`src/dttf_pkg.sv`:
```
// Shared types, character codes and tables for the decimal text to fixed-point converter.
`timescale 1ns / 1ps

package dttf_pkg;

  // Fixed widths of the payload
  localparam int VALUE_W = 48;
  localparam int CHAR_W  = 8;

  // Parameter defaults
  localparam int DEF_INT_BITS        = 32;
  localparam int DEF_FRAC_BITS       = 16;
  localparam int DEF_MAX_FRAC_DIGITS = 6;

  // Character codes
  localparam logic [CHAR_W-1:0] CH_SPACE = 8'h20;
  localparam logic [CHAR_W-1:0] CH_MINUS = 8'h2D;
  localparam logic [CHAR_W-1:0] CH_POINT = 8'h2E;
  localparam logic [CHAR_W-1:0] CH_COMMA = 8'h2C;
  localparam logic [CHAR_W-1:0] CH_ZERO  = 8'h30;
  localparam logic [CHAR_W-1:0] CH_NINE  = 8'h39;

  typedef struct packed {
    logic [CHAR_W-1:0] char_byte;
    logic              last_byte;
  } char_item_t;

  typedef struct packed {
    logic signed [VALUE_W-1:0] value;
    logic                      overflow;
  } result_item_t;

  // Parse phase of the current buffer
  typedef enum logic [1:0] {
    PH_LEAD,
    PH_INT,
    PH_FRAC,
    PH_STOP
  } phase_t;

  // Controller states
  typedef enum logic [1:0] {
    ST_PARSE,
    ST_LOAD,
    ST_DIV,
    ST_EMIT
  } ctrl_state_t;

  typedef struct packed {
    logic parse_en;
    logic div_load;
    logic div_step;
    logic emit;
  } dttf_cmd_t;

  typedef struct packed {
    logic div_last;
    logic out_free;
  } dttf_status_t;

  // Powers of ten for the fraction scaling, up to seven digits
  function automatic logic [23:0] pow10(input logic [2:0] n);
    logic [23:0] p;
    case (n)
      3'd0:    p = 24'd1;
      3'd1:    p = 24'd10;
      3'd2:    p = 24'd100;
      3'd3:    p = 24'd1000;
      3'd4:    p = 24'd10000;
      3'd5:    p = 24'd100000;
      3'd6:    p = 24'd1000000;
      default: p = 24'd10000000;
    endcase
    return p;
  endfunction

  // Bits needed for a decimal integer of n digits
  function automatic int frac_acc_width(input int n);
    int w;
    case (n)
      1:       w = 4;
      2:       w = 7;
      3:       w = 10;
      4:       w = 14;
      5:       w = 17;
      6:       w = 20;
      default: w = 24;
    endcase
    return w;
  endfunction

endpackage

```
`src/decimal_text_to_fixed.sv`:
```
// Top level of the decimal text to signed fixed-point converter.
`timescale 1ns / 1ps
// Sequence: a byte without the final flag is taken while parsing; after the final
//   byte the controller passes through divider load, divide steps and result emit.
// Throughput: one byte per cycle inside a buffer; the final byte then holds the
//   input stalled while the fraction divider runs one quotient bit per cycle,
//   plus any wait for the output register to drain.
// Reset: synchronous rst clears the controller, the parse state and result_valid.

module decimal_text_to_fixed #(
  parameter int INT_BITS        = dttf_pkg::DEF_INT_BITS,
  parameter int FRAC_BITS       = dttf_pkg::DEF_FRAC_BITS,
  parameter int MAX_FRAC_DIGITS = dttf_pkg::DEF_MAX_FRAC_DIGITS
) (
  input  logic                   clk,
  input  logic                   rst,
  input  logic                   char_valid,
  output logic                   char_stall,
  input  dttf_pkg::char_item_t   chars,
  output logic                   result_valid,
  input  logic                   result_stall,
  output dttf_pkg::result_item_t result
);
  import dttf_pkg::*;

  // Command and status between the controller and the datapath
  dttf_cmd_t    cmd;
  dttf_status_t status;

  // Controller: takes a character transfer in the parse state, then sequences
  // the divider load, the FRAC_BITS divide steps and the result hand-off.
  dttf_ctrl u_ctrl (
    .clk        (clk),
    .rst        (rst),
    .char_valid (char_valid),
    .last_byte  (chars.last_byte),
    .char_stall (char_stall),
    .status     (status),
    .cmd        (cmd)
  );

  // Datapath: parse registers advance on each character, the divider scales
  // the kept fraction digits to binary, the output register holds the result
  // until its transfer completes.
  dttf_datapath #(
    .INT_BITS        (INT_BITS),
    .FRAC_BITS       (FRAC_BITS),
    .MAX_FRAC_DIGITS (MAX_FRAC_DIGITS)
  ) u_datapath (
    .clk          (clk),
    .rst          (rst),
    .char_byte    (chars.char_byte),
    .cmd          (cmd),
    .status       (status),
    .result_valid (result_valid),
    .result_stall (result_stall),
    .result       (result)
  );

endmodule

```
`src/dttf_ctrl.sv`:
```
// Controller state machine: parse, divider load, divide steps, result hand-off.
`timescale 1ns / 1ps

module dttf_ctrl (
  input  logic                clk,
  input  logic                rst,
  input  logic                char_valid,
  input  logic                last_byte,
  output logic                char_stall,
  input  dttf_pkg::dttf_status_t status,
  output dttf_pkg::dttf_cmd_t    cmd
);
  import dttf_pkg::*;

  ctrl_state_t state, state_next;

  always_ff @(posedge clk) begin
    if (rst) begin
      state <= ST_PARSE;
    end else begin
      state <= state_next;
    end
  end

  always_comb begin
    state_next = state;
    cmd        = '0;
    char_stall = 1'b1;
    case (state)
      ST_PARSE: begin
        char_stall   = 1'b0;
        cmd.parse_en = char_valid;
        if (char_valid && last_byte) begin
          state_next = ST_LOAD;
        end
      end
      ST_LOAD: begin
        cmd.div_load = 1'b1;
        state_next   = ST_DIV;
      end
      ST_DIV: begin
        cmd.div_step = 1'b1;
        if (status.div_last) begin
          state_next = ST_EMIT;
        end
      end
      ST_EMIT: begin
        // hold until the output register can take the result
        if (status.out_free) begin
          cmd.emit   = 1'b1;
          state_next = ST_PARSE;
        end
      end
      default: begin
        state_next = ST_PARSE;
      end
    endcase
  end

endmodule

```
`src/dttf_datapath.sv`:
```
// Datapath: parse registers, fraction divider and output register.
`timescale 1ns / 1ps

module dttf_datapath #(
  parameter int INT_BITS        = dttf_pkg::DEF_INT_BITS,
  parameter int FRAC_BITS       = dttf_pkg::DEF_FRAC_BITS,
  parameter int MAX_FRAC_DIGITS = dttf_pkg::DEF_MAX_FRAC_DIGITS
) (
  input  logic                       clk,
  input  logic                       rst,
  input  logic [dttf_pkg::CHAR_W-1:0] char_byte,
  input  dttf_pkg::dttf_cmd_t        cmd,
  output dttf_pkg::dttf_status_t     status,
  output logic                       result_valid,
  input  logic                       result_stall,
  output dttf_pkg::result_item_t     result
);
  import dttf_pkg::*;

  localparam int EIB    = (INT_BITS < VALUE_W - FRAC_BITS) ? INT_BITS : VALUE_W - FRAC_BITS;
  localparam int IW     = EIB - 1;
  localparam int MW     = IW + FRAC_BITS;
  localparam int FACC_W = frac_acc_width(MAX_FRAC_DIGITS);
  localparam int CNT_W  = $clog2(FRAC_BITS);
  localparam logic [IW-1:0]      IMAX       = '1;
  localparam logic [2:0]         FRAC_LIMIT = 3'(MAX_FRAC_DIGITS);
  localparam logic [VALUE_W-1:0] SAT_POS    = {{(VALUE_W-MW){1'b0}}, {MW{1'b1}}};

  // Parse registers
  phase_t             phase, phase_next;
  logic               negative, negative_next;
  logic [IW-1:0]      integer_acc, integer_acc_next;
  logic [FACC_W-1:0]  fraction_acc, fraction_acc_next;
  logic [2:0]         fraction_count, fraction_count_next;
  logic               saturated, saturated_next;

  // Divider registers
  logic [FACC_W-1:0]    rem, divisor;
  logic [FRAC_BITS-1:0] quot;
  logic [CNT_W-1:0]     step_cnt;

  logic              is_digit;
  logic [3:0]        digit;
  logic [IW+3:0]     int_wide;
  logic              int_over;
  logic [FACC_W-1:0] frac_wide;
  logic              take_int;
  logic [FACC_W:0]   rem_shift;
  logic              qbit;
  logic [FACC_W-1:0] rem_next;
  logic [MW-1:0]     mag;
  logic [VALUE_W-1:0] mag_ext;
  logic [VALUE_W-1:0] value_next;

  assign is_digit  = (char_byte >= CH_ZERO) && (char_byte <= CH_NINE);
  assign digit     = 4'(char_byte - CH_ZERO);
  assign int_wide  = ({4'b0, integer_acc} << 3) + ({4'b0, integer_acc} << 1) + (IW+4)'(digit);
  assign int_over  = saturated || (int_wide > {4'b0, IMAX});
  assign frac_wide = (fraction_acc << 3) + (fraction_acc << 1) + FACC_W'(digit);

  always_comb begin
    phase_next          = phase;
    negative_next       = negative;
    integer_acc_next    = integer_acc;
    fraction_acc_next   = fraction_acc;
    fraction_count_next = fraction_count;
    saturated_next      = saturated;
    take_int            = 1'b0;
    case (phase)
      PH_LEAD: begin
        if (char_byte == CH_MINUS) begin
          negative_next = 1'b1;
          phase_next    = PH_INT;
        end else if (char_byte != CH_SPACE) begin
          take_int = 1'b1;
        end
      end
      PH_INT: begin
        take_int = 1'b1;
      end
      PH_FRAC: begin
        if (!is_digit) begin
          phase_next = PH_STOP;
        end else if (fraction_count < FRAC_LIMIT) begin
          fraction_acc_next   = frac_wide;
          fraction_count_next = fraction_count + 3'd1;
        end
      end
      default: begin
      end
    endcase
    if (take_int) begin
      if (is_digit) begin
        phase_next = PH_INT;
        if (int_over) begin
          integer_acc_next = IMAX;
          saturated_next   = 1'b1;
        end else begin
          integer_acc_next = int_wide[IW-1:0];
        end
      end else if (char_byte == CH_POINT || char_byte == CH_COMMA) begin
        phase_next = PH_FRAC;
      end else begin
        phase_next = PH_STOP;
      end
    end
  end

  always_ff @(posedge clk) begin
    if (rst || cmd.emit) begin
      phase          <= PH_LEAD;
      negative       <= 1'b0;
      integer_acc    <= '0;
      fraction_acc   <= '0;
      fraction_count <= '0;
      saturated      <= 1'b0;
    end else if (cmd.parse_en) begin
      phase          <= phase_next;
      negative       <= negative_next;
      integer_acc    <= integer_acc_next;
      fraction_acc   <= fraction_acc_next;
      fraction_count <= fraction_count_next;
      saturated      <= saturated_next;
    end
  end

  // Restoring division, one quotient bit per step
  assign rem_shift = {rem, 1'b0};
  assign qbit      = rem_shift >= {1'b0, divisor};
  assign rem_next  = qbit ? FACC_W'(rem_shift - {1'b0, divisor}) : rem_shift[FACC_W-1:0];

  always_ff @(posedge clk) begin
    if (cmd.div_load) begin
      rem      <= fraction_acc;
      divisor  <= FACC_W'(pow10(fraction_count));
      quot     <= '0;
      step_cnt <= '0;
    end else if (cmd.div_step) begin
      rem      <= rem_next;
      quot     <= {quot[FRAC_BITS-2:0], qbit};
      step_cnt <= step_cnt + CNT_W'(1);
    end
  end

  assign status.div_last = step_cnt == CNT_W'(FRAC_BITS - 1);
  assign status.out_free = !result_valid || !result_stall;

  assign mag     = {integer_acc, quot};
  assign mag_ext = VALUE_W'(mag);

  always_comb begin
    if (saturated) begin
      value_next = negative ? ~SAT_POS : SAT_POS;
    end else begin
      value_next = negative ? (VALUE_W'(0) - mag_ext) : mag_ext;
    end
  end

  always_ff @(posedge clk) begin
    if (rst) begin
      result_valid <= 1'b0;
    end else if (cmd.emit) begin
      result_valid <= 1'b1;
    end else if (!result_stall) begin
      result_valid <= 1'b0;
    end
  end

  always_ff @(posedge clk) begin
    if (cmd.emit) begin
      result.value    <= value_next;
      result.overflow <= saturated;
    end
  end

  // Never overwrite a result that is still waiting
  a_emit_free: assert property (@(posedge clk) disable iff (rst)
    cmd.emit |-> (!result_valid || !result_stall))
    else $error("result emitted over a pending transfer");

  // Partial remainder stays below the divisor while dividing
  a_rem_bound: assert property (@(posedge clk) disable iff (rst)
    cmd.div_step |-> (rem < divisor))
    else $error("divider remainder out of range");

  // Emit starts a fresh buffer
  a_emit_clears: assert property (@(posedge clk) disable iff (rst)
    cmd.emit |=> (phase == PH_LEAD && !saturated && fraction_count == 3'd0))
    else $error("parse state not cleared after emit");

  // Saturation pins the integer accumulator to its limit
  a_sat_pinned: assert property (@(posedge clk) disable iff (rst)
    saturated |-> (integer_acc == IMAX))
    else $error("saturated without integer at limit");

endmodule

```
`config.mk`:
```
export PLATFORM = sky130hd
export DESIGN_NAME = decimal_text_to_fixed
export DESIGN_NICKNAME = d
export VERILOG_FILES = /design/src/dttf_pkg.sv /design/src/decimal_text_to_fixed.sv /design/src/dttf_ctrl.sv /design/src/dttf_datapath.sv
export SDC_FILE = /design/constraint.sdc
export NUM_CORES = 1
export LEC_CHECK = 0
export BUFFER_PORTS_ARGS = -buffer_cell sky130_fd_sc_hd__buf_2
export CAP_MARGIN = 15
export CORE_ASPECT_RATIO = 0.9
export CORE_MARGIN = 2
export CORE_UTILIZATION = 57
export CTS_CLUSTER_SIZE = 12
export DETAILED_ROUTE_END_ITERATION = 16
export HOLD_SLACK_MARGIN = 0.15
export PLACE_DENSITY = 0.78
export SYNTH_ARGS = -nofsm -noshare
export SYNTH_HDL_FRONTEND = slang
export SYNTH_SLANG_ARGS = --single-unit
```
`constraint.sdc`:
```
create_clock -name clk -period 5.3 [get_ports clk]
set_input_delay 0.53 -clock clk [delete_from_list [all_inputs] [get_ports clk]]
set_output_delay 0.53 -clock clk [all_outputs]
set_load 0.1 [all_outputs]
```
## After elaboration in Yosys (flattened, before gate mapping)

Index checks and enable logic that the tools add are counted.

- Add/sub/neg operators: 9
- Mux-type cells: 29
- Equality and inequality tests: 22
- $lt $le $gt $ge: 5
- Reductions and logical operators: 19

Operators with widths:

| operator | number |
|---|---|
| 48-bit 2-to-1 mux | 3 |
| 20-bit case mux with 7 select lines | 1 |
| 20-bit 2-to-1 mux | 3 |
| 1-bit by 47-bit subtractor with 48-bit output, first input constant | 1 |
| 34-bit by 32-bit adder with 35-bit output | 1 |
| 35-bit by 4-bit adder with 35-bit output | 1 |
| 35-bit by 31-bit > comparator with 1-bit output, second input constant | 1 |
| 31-bit 2-to-1 mux | 1 |
| 8-bit by 6-bit equality test with 1-bit output, second input constant | 3 |
| 21-bit by 20-bit >= comparator with 1-bit output | 1 |
| 20-bit adder | 1 |
| 20-bit by 4-bit adder with 20-bit output | 1 |
| 20-bit subtractor | 1 |
| 2-bit 2-to-1 mux | 7 |
| 4-bit AND reduction | 3 |
| 1-bit 2-to-1 mux | 11 |
| 3-bit equality test, second input constant | 3 |
| 3-bit AND reduction | 3 |
| 8-bit by 6-bit >= comparator with 1-bit output, second input constant | 1 |
| 8-bit by 6-bit <= comparator with 1-bit output, second input constant | 1 |
| 8-bit by 6-bit != test with 1-bit output, second input constant | 1 |
| 2-bit case mux with 4 select lines | 1 |
| 2-bit equality test, second input constant | 3 |
| 3-bit by 2-bit equality test with 1-bit output, second input constant | 2 |
| other kinds (20) | 29 |

- Output and inout bits: 51
- Register bits: 170

## Logic depth before layout (Yosys ltp)

Gate-level depths: netlist of run 1.

- Depth in word-level cells: 6
- Depth in mapped cells: 13
- Mapped depth without buffers: 12

## Cells and area by module

Synthesis of run 1 repeated with hierarchy kept, for this count alone.

- Cell total of the unflattened synthesis: 1,379
- Area, all modules: 11,890.2 µm²

Modules (own cells, without submodules):

| module | area an instance (µm²) | instances | cells each |
|---|---|---|---|
| dttf_datapath | 11,682.5 | 1 | 1,356 |
| dttf_ctrl | 207.7 | 1 | 23 |

## Least setup slack after synthesis of run 1

No wires, ideal clock.

- Kind: reg2reg
- From: register u_datapath.result_valid
- To: register u_datapath.fraction_acc[13]
- Arrival time: 5.658 ns
- Cell stages (with the launch flop): 6
- Data required time: 5.173 ns
- Clock period less this slack: 5.785 ns
- Library setup time: 0.127 ns
- Path slack: -0.485 ns
- Cell sequence: dfxtp_1 -> a21boi_0 -> nor2_1 -> clkbuf_1 -> nand3_1 -> nand3_1

RTL lines:

| what | RTL line | text |
|---|---|---|
| start: declaration | dttf_datapath.sv:14 | `output logic result_valid,` |
| start signal: assignment | dttf_datapath.sv:161 | `result_valid <= 1'b0;` |
| start signal: assignment | dttf_datapath.sv:163 | `result_valid <= 1'b1;` |
| start signal: assignment | dttf_datapath.sv:165 | `result_valid <= 1'b0;` |
| end signal: assignment | dttf_datapath.sv:121 | `fraction_acc <= fraction_acc_next;` |
| end: declaration | dttf_datapath.sv:33 | `logic [FACC_W-1:0] fraction_acc, fraction_acc_next;` |

## Worst setup path after layout of run 1

- From: register u_datapath.integer_acc[25]
- To: register u_datapath.integer_acc[11]

- Longest elaborated chain between the ends: 5

RTL lines:

| what | RTL line | text |
|---|---|---|
| start: declaration | dttf_datapath.sv:32 | `logic [IW-1:0] integer_acc, integer_acc_next;` |
| start signal: assignment | dttf_datapath.sv:120 | `integer_acc <= integer_acc_next;` |
| 34-bit by 32-bit adder with 35-bit output | dttf_datapath.sv:57 | `assign int_wide = ({4'b0, integer_acc} << 3) + ({4'b0, integer_acc} << 1) + (IW+4)'(digit);` |
| 35-bit by 4-bit adder with 35-bit output | dttf_datapath.sv:57 |  |
| 35-bit by 31-bit > comparator with 1-bit output | dttf_datapath.sv:58 | `assign int_over = saturated \|\| (int_wide > {4'b0, IMAX});` |
| 1-bit logical OR | dttf_datapath.sv:58 |  |
| 31-bit 2-to-1 mux | dttf_datapath.sv:95 | `if (int_over) begin` |

No other way between the ends.
A chain may end at the register's enable or synchronous reset.

==> results.sh, run 1 <==
export IMPL_p_leak_nw=5.58
export IMPL_p_int_w=0.00312
export IMPL_initial_core_util_pct=58.5
export IMPL_crit_family="compound AO/OA/AOI/OAI gates"
export IMPL_ff_latch_area_um2=4180
export IMPL_antenna_found_initial=0
export IMPL_critical_path_endpoint_type="flip-flop"
export IMPL_io_buffers=63
export IMPL_gp_congestion=0.925
export IMPL_viasPerCell=6.25
export IMPL_critical_path_buf_inv_count=0
export IMPL_ys_ff_latch=166
export IMPL_arrival_ns=4.39
export IMPL_drv_slew=0
export IMPL_root_buffer="clkbuf_16"
export IMPL_switchingPower_w=0.00225
export IMPL_initialDrtViolationCount=854
export IMPL_wl_per_cell_um=17.2
export IMPL_slew_limit_headroom_pct=31.3
export IMPL_cts_buffer_depth=2
export IMPL_top_usage_layer="met2"
export IMPL_power_frac_comb_pct=44.3
export IMPL_drtPass1Iterations=5
export IMPL_synth_flop_cell="edfxtp_1"
export IMPL_die_w_um=155
export IMPL_finalCriticalPeriod_ns=4.11
export IMPL_cp_data_required_time_ns=5.58
export IMPL_fp_dieArea_um2=21800
export IMPL_design_area_um2=12800
export IMPL_cp_start_kind="flip-flop"
export IMPL_cap_violations=0
export IMPL_grtUsageTotal_pct=25.4
export IMPL_use_met1_pct=37.9
export IMPL_ys_async_sr_fraction_pct=0
export IMPL_use_met3_pct=4.80
export IMPL_antenna_cells=0
export IMPL_area_delta_synth_final_pct=8.55
export IMPL_grt_pass1_wl_mm=45.0
export IMPL_cts_resized=0
export IMPL_synth_area_per_cell_um2=9.01
export IMPL_syn_num_nets=1450
export IMPL_numCtsBuffers=17
export IMPL_grt_use_met2_pct=38.4
export IMPL_synth_cell_type_count=73
export IMPL_ys_warn_count=0
export IMPL_grt_max_degree=71
export IMPL_drive_gt1_share_pct=11.4
export IMPL_setup_tns_final_ns=0
export IMPL_cp_slowest_stage_delay_ns=0.80
export IMPL_clkPwrFrac_pct=22.2
export IMPL_grt_pass1_vias=9129
export IMPL_path_cells="ha_1 > ha_1 > a2111oi_0 > o21ai_1 > a2111o_1 > a21oi_1 > a211oi_1 > a2111oi_0 > and4bb_2 > a21oi_1"
export IMPL_clock_latency_ns=0.43
export IMPL_cts_tree="built"
export IMPL_max_vdd_ir_drop_mv=0.250
export IMPL_cts_clk_slew_worst_paths_ns=0.07
export IMPL_switching_share_pct=41.9
export IMPL_dr_total_vias=10000
export IMPL_postPlaceCellArea_um2=12200
export IMPL_final_setup_viol_count=0
export IMPL_hold_worst_slack_ns=0.328
export IMPL_rsz0062_at_grt="false"
export IMPL_hold_viol=0
export IMPL_path_class="reg -> reg"
export IMPL_path_max_fanout=31
export IMPL_hold_class="in -> reg"
export IMPL_cts_setup_buffers=0
export IMPL_die_y_um=140
export IMPL_htreeDepth=4
export IMPL_worst_pin_slew_ns=1.03
export IMPL_postCtsHoldBufs=0
export IMPL_ant_nets=0
export IMPL_grt_overflow_total=0
export IMPL_cts_sinks=166
export IMPL_place_hpwl_mm=19.9
export IMPL_max_freq_mhz=243
export IMPL_rows=49
export IMPL_status="complete, no violations"
export IMPL_synth_cell_area_um2=11800
export IMPL_coreArea_um2=20100
export IMPL_seqPwrFrac_pct=33.6
export IMPL_final_common_cell="a21oi_1"
export IMPL_cp_slowest_cell="and4bb_2"
export IMPL_ys_seq_area_share_pct=35.5
export IMPL_multiInputGateArea_um2=7090
export IMPL_fin_worst_skew_ns=0.00965
export IMPL_fin_nets=1482
export IMPL_pin_count=64
export IMPL_fin_crit_sh_pct=77.6
export IMPL_routed_wl_mm=27.6
export IMPL_final_cell_mix="a21oi_1, ha_1, nor2_1"
export IMPL_fill_cells=1689
export IMPL_synthCells=1306
export IMPL_post_route_drc_count=0
export IMPL_synth_edf_count=85
export IMPL_power_density_nw_per_um2=420
[worst reg2reg max path: stages, from the launching register on]
cell,delay [ns]
dfxtp_1,0.46
ha_1,0.28
ha_1,0.39
a2111oi_0,0.41
o21ai_1,0.17
a2111o_1,0.45
a21oi_1,0.19
a211oi_1,0.08
a2111oi_0,0.54
and4bb_2,0.80
a21oi_1,0.19
[Yosys cell counts (6+ instances only)]
library cell	instances	area (um2)
a211oi_1	24	180
a21o_1	39	293
a21oi_1	129	646
a31oi_1	12	75.1
and2_1	8	50.1
and3_1	8	50.1
buf_1	6	22.5
clkbuf_1	43	161
dfxtp_1	81	1620
edfxtp_1	85	2550
ha_1	126	1580
inv_1	65	244
mux2i_1	22	220
nand2_1	102	383
nand2b_1	13	81.3
nand3_1	31	155
nand4_1	14	87.6
nor2_1	107	402
nor2b_1	13	81.3
nor3_1	24	120
nor3b_1	10	75.1
nor4_1	8	50.1
o211ai_1	9	67.6
o21ai_0	77	385
o21bai_1	11	82.6
o22ai_1	15	93.8
o311ai_0	17	149
o31ai_1	7	52.6
o41ai_1	9	78.8
or2_2	10	62.6
or3_1	15	93.8
or4_1	8	60.1
or4b_2	11	110
xnor2_1	40	350
xor2_1	25	219
[power by group through the flow]
stage	clock network, W	registers [W]	logic, W
after global placement	0	0.00182	0.00228
after floorplan	0	0.00203	0.00165
after global routing	0.00126	0.00182	0.00261
after CTS	0.00121	0.00180	0.00235
final	0.00119	0.00180	0.00238
after detailed placement	0	0.00183	0.00234
[final timing paths]
check                             startpoint                    endpoint  slack [ns]  depth (start not counted)
hold / removal                           rst             u_ctrl.state[1]        0.33                          2
setup reg to reg  u_datapath.integer_acc[25]  u_datapath.integer_acc[11]        1.19                         10
setup / recovery  u_datapath.integer_acc[25]  u_datapath.integer_acc[11]        1.19                         10
hold reg to reg          u_datapath.phase[0]         u_datapath.phase[0]        0.49                          2
[registers in the layout (all words and copies together) (netlist names)]
name	flops
u_ctrl.state	2
u_datapath.divisor	16
u_datapath.fraction_acc	20
u_datapath.fraction_count	3
u_datapath.integer_acc	31
u_datapath.negative	1
u_datapath.phase	2
u_datapath.quot	16
u_datapath.rem	20
u_datapath.result	49
u_datapath.result_valid	1
u_datapath.saturated	1
u_datapath.step_cnt	4
[per-stage QoR]
step	power [W]	setup WS [ns]	util [%]	cells
2_1_floorplan	0.00368	1.03	-	1306
3_3_place_gp	0.00410	1.19	60.7	1574
3_5_place_dp	0.00416	1.02	60.7	1574
4_1_cts	0.00536	1.26	63.5	1606
5_1_grt	0.00569	0.962	63.5	1606
6_report	0.00537	1.19	63.5	1606
[kinds of logic (layout without fill, tap and decap cells)]
logic type	after synthesis	after routing	synth area share (%)
buf+inv	124	169	4.46
flops	166	166	35.5
simple gates	402	402	17.7
mux	22	22	1.87
fa+ha+maj	131	131	14.3
xor+xnor	65	65	4.84
compound gates	396	396	21.4
[per-layer routing]
layer | wire, um | share of wire, % | up-vias
met5 | 0 | 0 | -
met4 | 226 | 0.82 | 0
met3 | 1840 | 6.7 | 22
met2 | 12000 | 44 | 330
met1 | 13500 | 49 | 4765
li1 | - | - | 4924
[cell type report]
class                   count  share of cell area, %
well taps                 255                   2.50
flip-flops and latches    166                   32.7
repair buffers             72                   3.00
multi-input cells        1016                   55.5
inverters                  65                   1.91
clock buffers              17                   3.33
clock inverters            15                   1.06
Note: power is estimated with default switching activity, not from simulation.
==> run 2: changes to the inputs <==
- CORE_UTILIZATION: 57 -> 63
- PLACE_DENSITY: 0.78 -> 0.82
- clock period: 5.3 -> 4.2 ns (I/O delays scaled with it)
==> results.sh, run 2 (same netlist as run 1, synthesis figures left out) <==
export IMPL_layout_setup_ws_ns=0.409
export IMPL_cts_buffer_depth=2
export IMPL_cp_slowest_cell="fa_1"
export IMPL_p_leak_nw=5.58
export IMPL_root_buffer="clkbuf_16"
export IMPL_final_common_cell="a21oi_1"
export IMPL_path_class="reg -> reg"
export IMPL_max_freq_mhz=264
export IMPL_path_cells="inv_1 > fa_1 > inv_1 > ha_1 > a21oi_1 > o211ai_1 > o211ai_1 > a21bo_2 > a211oi_1 > a2111oi_0 > and4bb_2 > buf_12 > a221oi_1"
export IMPL_dr_total_vias=10200
export IMPL_viasPerCell=6.38
export IMPL_final_cell_mix="a21oi_1, ha_1, nor2_1"
export IMPL_initial_core_util_pct=64.1
export IMPL_die_w_um=148
export IMPL_routed_wl_mm=27.7
export IMPL_power_density_nw_per_um2=527
export IMPL_post_route_drc_count=0
export IMPL_cp_endpoint="u_datapath.integer_acc[0]"
export IMPL_antenna_cells=0
export IMPL_drv_slew=0
export IMPL_ff2ff_setup_slack_ns=0.41
export IMPL_final_setup_viol_count=0
export IMPL_top_register="u_datapath.result"
export IMPL_largest_register_ffs=49
export IMPL_fin_crit_sh_pct=90.3
export IMPL_grt_pass1_vias=9520
export IMPL_hold_class="in -> reg"
export IMPL_hold_worst_slack_ns=0.217
export IMPL_grt_max_degree=87
export IMPL_io_buffers=63
export IMPL_cp_start_kind="flip-flop"
export IMPL_fin_worst_skew_ns=0.0111
export IMPL_status="complete, no violations"
export IMPL_pin_count=64
export IMPL_cap_violations=0
export IMPL_area_delta_synth_final_pct=8.72
export IMPL_hold_viol=0
export IMPL_grt_pass1_wl_mm=46.2
export IMPL_grt_overflow_total=0
export IMPL_die_y_um=134
export IMPL_cts_tree="built"
export IMPL_cts_setup_buffers=0
export IMPL_path_max_fanout=31
export IMPL_initialDrtViolationCount=906
export IMPL_gp_congestion=0.934
export IMPL_cts_resized=0
export IMPL_largestRegisters="u_datapath.result (49), u_datapath.integer_acc (31)"
export IMPL_numCtsBuffers=17
export IMPL_arrival_ns=4.07
export IMPL_setup_tns_final_ns=0
export IMPL_htreeDepth=4
export IMPL_postCtsHoldBufs=0
export IMPL_rr_startpoint="u_datapath.integer_acc[0]"
export IMPL_place_hpwl_mm=19.7
export IMPL_grtUsageTotal_pct=28.4
export IMPL_cp_data_required_time_ns=4.48
export IMPL_critical_path_endpoint_type="flip-flop"
export IMPL_finalCriticalPeriod_ns=3.79
export IMPL_rows=47
export IMPL_fp_dieArea_um2=19800
export IMPL_r2r_end="u_datapath.integer_acc[0]"
export IMPL_slew_limit_headroom_pct=36.2
export IMPL_ant_nets=0
export IMPL_clock_latency_ns=0.43
export IMPL_cts_clk_slew_worst_paths_ns=0.07
export IMPL_coreArea_um2=18300
export IMPL_worst_pin_slew_ns=0.958
export IMPL_rsz0062_at_grt="false"
export IMPL_crit_path_start="u_datapath.integer_acc[0]"
export IMPL_post_place_ws_ns=0.349
export IMPL_wl_per_cell_um=17.3
export IMPL_cts_sinks=166
export IMPL_drive_gt1_share_pct=11.6
export IMPL_max_vdd_ir_drop_mv=0.336
export IMPL_drtPass1Iterations=7
export IMPL_antenna_found_initial=0
export IMPL_fin_nets=1487
export IMPL_cp_slowest_stage_delay_ns=0.57
export IMPL_reg2reg_depth=13
-- run 2: changes by cell type in the layout (fill, tap and decap cells not counted) --
| cell | before | now |
|---|---|---|
| clkinv_2 | 4 | 1 |
| inv_8 | 5 | 1 |
| inv_6 | 4 | 7 |
| clkbuf_1 | 0 | 2 |
| clkinv_4 | 0 | 2 |
| clkinv_8 | 1 | 0 |
| clkinvlp_4 | 1 | 2 |
| buf_12 | 0 | 1 |
| buf_4 | 9 | 13 |
-- run 2: layer usage --
metal	vias up	GRT usage, %	routed length (um)
li1	4944	-	-
met3	45	5.38	2210
met2	409	43.8	12200
met5	-	0	0
met1	4811	41.1	12800
met4	0	8.04	425
-- run 2: where the power goes --
group	switching, W	total, W	internal (W)	leakage [nW]
registers	0.000155	0.00227	0.00212	1.45
clock network	0.000688	0.00146	0.000774	0.262
logic	0.00195	0.00300	0.00106	3.87
-- run 2: through the flow --
step / instances / util (%) / cell area [um2] / power, W
finish: 1601 / 69.7 / 12800 / 0.00674
floorplan: 1306 / - / 11800 / 0.00464
detailed placement: 1569 / 66.7 / 12200 / 0.00525
CTS: 1601 / 69.7 / 12800 / 0.00671
global route: 1601 / 69.7 / 12800 / 0.00715
global placement: 1569 / 66.7 / 12200 / 0.00519
-- run 2: final cells by class --
class	instances	area, um2
Inverter	65	244
Clock inverter	13	110
Tap cell	245	307
Timing Repair Buffer	77	433
Multi-Input combinational cell	1016	7090
Sequential cell	166	4180
Clock buffer	19	433
Fill cell	1443	5560
-- run 2: how the worst min path moves through the flow --
stage	slack (ns)	cells after the start	to	from
after floorplan	0.45	2	u_datapath.fraction_acc[17]	u_datapath.fraction_acc[17]
after global placement	0.47	2	u_datapath.fraction_acc[17]	u_datapath.fraction_acc[17]
after detailed placement	0.48	2	u_datapath.fraction_acc[17]	u_datapath.fraction_acc[17]
after CTS	0.21	2	u_datapath.result_valid	rst
after global routing	0.23	2	u_ctrl.state[0]	rst
final	0.22	2	u_datapath.result_valid	rst
-- run 2: critical path: cells and delay by family, from the launching register on --
kind                     cells  cell delay [ns]
AO/OA/AOI/OAI                7             1.60
adder cells (fa/ha/maj)      2             0.85
buffers and inverters        3             0.37
flip-flops                   1             0.47
AND/OR/NAND/NOR              1             0.34
==> run 3: changes to the inputs <==
==> constraint.sdc (replaced) <==
create_clock -name clk -period 4.2 [get_ports clk]
set_input_delay 0.63 -clock clk [delete_from_list [all_inputs] [get_ports clk]]
set_output_delay 0.63 -clock clk [all_outputs]
set_load 0.1 [all_outputs]
==> results.sh, run 3 (same netlist as run 1, synthesis figures left out) <==
export IMPL_status="complete, no violations"
export IMPL_drv_slew=0
export IMPL_die_y_um=134
export IMPL_area_delta_synth_final_pct=9.72
export IMPL_die_w_um=148
export IMPL_rr_startpoint="u_datapath.integer_acc[0]"
export IMPL_final_cell_mix="a21oi_1, ha_1, nor2_1"
export IMPL_reg2reg_depth=13
export IMPL_design_area_um2=12900
export IMPL_largest_register_ffs=49
export IMPL_layoutNonFillerInstCount=1607
export IMPL_switching_share_pct=40.4
export IMPL_clock_latency_ns=0.44
export IMPL_cts_sinks=166
export IMPL_largestRegisters="u_datapath.result (49), u_datapath.integer_acc (31)"
export IMPL_ant_nets=0
export IMPL_grt_overflow_total=0
export IMPL_root_buffer="clkbuf_16"
export IMPL_worst_pin_slew_ns=1.08
export IMPL_slew_limit_headroom_pct=28.0
export IMPL_cp_start_kind="flip-flop"
export IMPL_final_setup_viol_count=0
export IMPL_initialDrtViolationCount=850
export IMPL_rsz0062_at_grt="false"
export IMPL_fin_worst_skew_ns=0.0142
export IMPL_max_freq_mhz=261
export IMPL_antenna_cells=0
export IMPL_p_leak_nw=5.66
export IMPL_finalCriticalPeriod_ns=3.83
export IMPL_power_frac_comb_pct=43.3
export IMPL_dp_cells=1575
export IMPL_routed_wl_mm=28.2
export IMPL_power_density_nw_per_um2=541
export IMPL_ff2ff_setup_slack_ns=0.37
export IMPL_coreArea_um2=18300
export IMPL_drtPass1Iterations=6
export IMPL_max_vdd_ir_drop_mv=0.317
export IMPL_cts_tree="built"
export IMPL_rows=47
export IMPL_cp_slowest_cell="fa_1"
export IMPL_seqPwrFrac_pct=32.5
export IMPL_initial_core_util_pct=64.1
export IMPL_hold_class="in -> reg"
export IMPL_drive_gt1_share_pct=12.0
export IMPL_holdPathEnd="u_datapath.result_valid"
export IMPL_r2r_end="u_datapath.integer_acc[29]"
export IMPL_postPlaceCellArea_um2=12300
export IMPL_fin_nets=1493
export IMPL_path_max_fanout=17
export IMPL_path_class="reg -> reg"
export IMPL_cts_resized=0
export IMPL_grt_max_degree=87
export IMPL_crit_path_start="u_datapath.integer_acc[0]"
export IMPL_fin_util_pct=70.3
export IMPL_pin_count=64
export IMPL_cts_buffer_depth=2
export IMPL_post_route_drc_count=0
export IMPL_numCtsBuffers=17
export IMPL_grt_pass1_wl_mm=46.7
export IMPL_fin_crit_sh_pct=91.1
export IMPL_fill_cells=1384
export IMPL_cts_setup_buffers=0
export IMPL_gp_congestion=0.896
export IMPL_critical_path_endpoint_type="flip-flop"
export IMPL_cap_violations=0
export IMPL_grtUsageTotal_pct=28.9
export IMPL_grt_pass1_vias=9460
export IMPL_hp_start="rst"
export IMPL_arrival_ns=4.15
export IMPL_path_cells="inv_1 > fa_1 > inv_1 > ha_1 > a21oi_1 > o211ai_1 > o211ai_1 > a21bo_2 > a211oi_1 > a2111oi_0 > and4bb_2 > buf_4 > a21oi_1"
export IMPL_cp_data_required_time_ns=4.52
export IMPL_cp_slowest_stage_delay_ns=0.58
export IMPL_switchingPower_w=0.00282
export IMPL_p_int_w=0.00416
export IMPL_dr_total_vias=10300
export IMPL_io_buffers=63
export IMPL_antenna_found_initial=0
export IMPL_top_register="u_datapath.result"
export IMPL_postCtsHoldBufs=0
export IMPL_viasPerCell=6.39
export IMPL_setup_tns_final_ns=0
export IMPL_cts_clk_slew_worst_paths_ns=0.07
export IMPL_place_hpwl_mm=20.0
export IMPL_wl_per_cell_um=17.6
export IMPL_hold_viol=0
export IMPL_clkPwrFrac_pct=24.1
export IMPL_htreeDepth=4
export IMPL_final_common_cell="a21oi_1"
export IMPL_hold_depth=2
export IMPL_fp_dieArea_um2=19800
export IMPL_hold_worst_slack_ns=0.429
-- run 3: metal layers --
| layer | vias up | GRT usage, % | share of wire [%] |
|---|---|---|---|
| met2 | 382 | 44.0 | 45 |
| met1 | 4885 | 42.4 | 46 |
| met5 | - | 0 | 0 |
| met4 | 0 | 8.68 | 1.8 |
| met3 | 47 | 4.76 | 7.4 |
| li1 | 4951 | - | - |
-- run 3: cell type report --
class / instances / area (um2) / area share, %
inverters: 65 / 244 / 1.89
multi-input cells: 1016 / 7090 / 54.9
well taps: 245 / 307 / 2.37
clock inverters: 12 / 160 / 1.24
clock buffers: 20 / 468 / 3.63
flip-flops and latches: 166 / 4180 / 32.4
repair buffers: 83 / 465 / 3.61
-- run 3: worst max-delay path by stage --
stage                                 endpoint  slack, ns  cells past startpoint
floorplan            u_datapath.integer_acc[2]       0.74                     13
global placement    u_datapath.integer_acc[29]       0.27                     14
detailed placement  u_datapath.integer_acc[27]       0.15                     14
CTS                 u_datapath.integer_acc[17]       0.42                     13
global route        u_datapath.integer_acc[25]       0.07                     13
finish              u_datapath.integer_acc[29]       0.37                     13
-- run 3: stage by stage --
| step | worst slack (ns) | total power [W] |
|---|---|---|
| 3_3_place_gp | 0.272 | 0.00517 |
| 3_5_place_dp | 0.147 | 0.00526 |
| 6_report | 0.373 | 0.00699 |
| 2_1_floorplan | 0.739 | 0.00464 |
| 4_1_cts | 0.423 | 0.00695 |
| 5_1_grt | 0.0737 | 0.00738 |
-- run 3: power by group through the flow --
stage / logic, W / registers, W / clock network, W
final: 0.00303 / 0.00227 / 0.00169
after detailed placement: 0.00296 / 0.00230 / 0
after global routing: 0.00332 / 0.00230 / 0.00176
after CTS: 0.00299 / 0.00227 / 0.00169
after global placement: 0.00288 / 0.00229 / 0
after floorplan: 0.00208 / 0.00256 / 0
-- run 3: critical path: cells and delay by family, from the launching register on --
family / cells / cell delay (ns)
AND/OR/NAND/NOR: 1 / 0.39
adder cells (fa/ha/maj): 2 / 0.87
AO/OA/AOI/OAI: 7 / 1.51
flip-flops: 1 / 0.48
buffers and inverters: 3 / 0.45
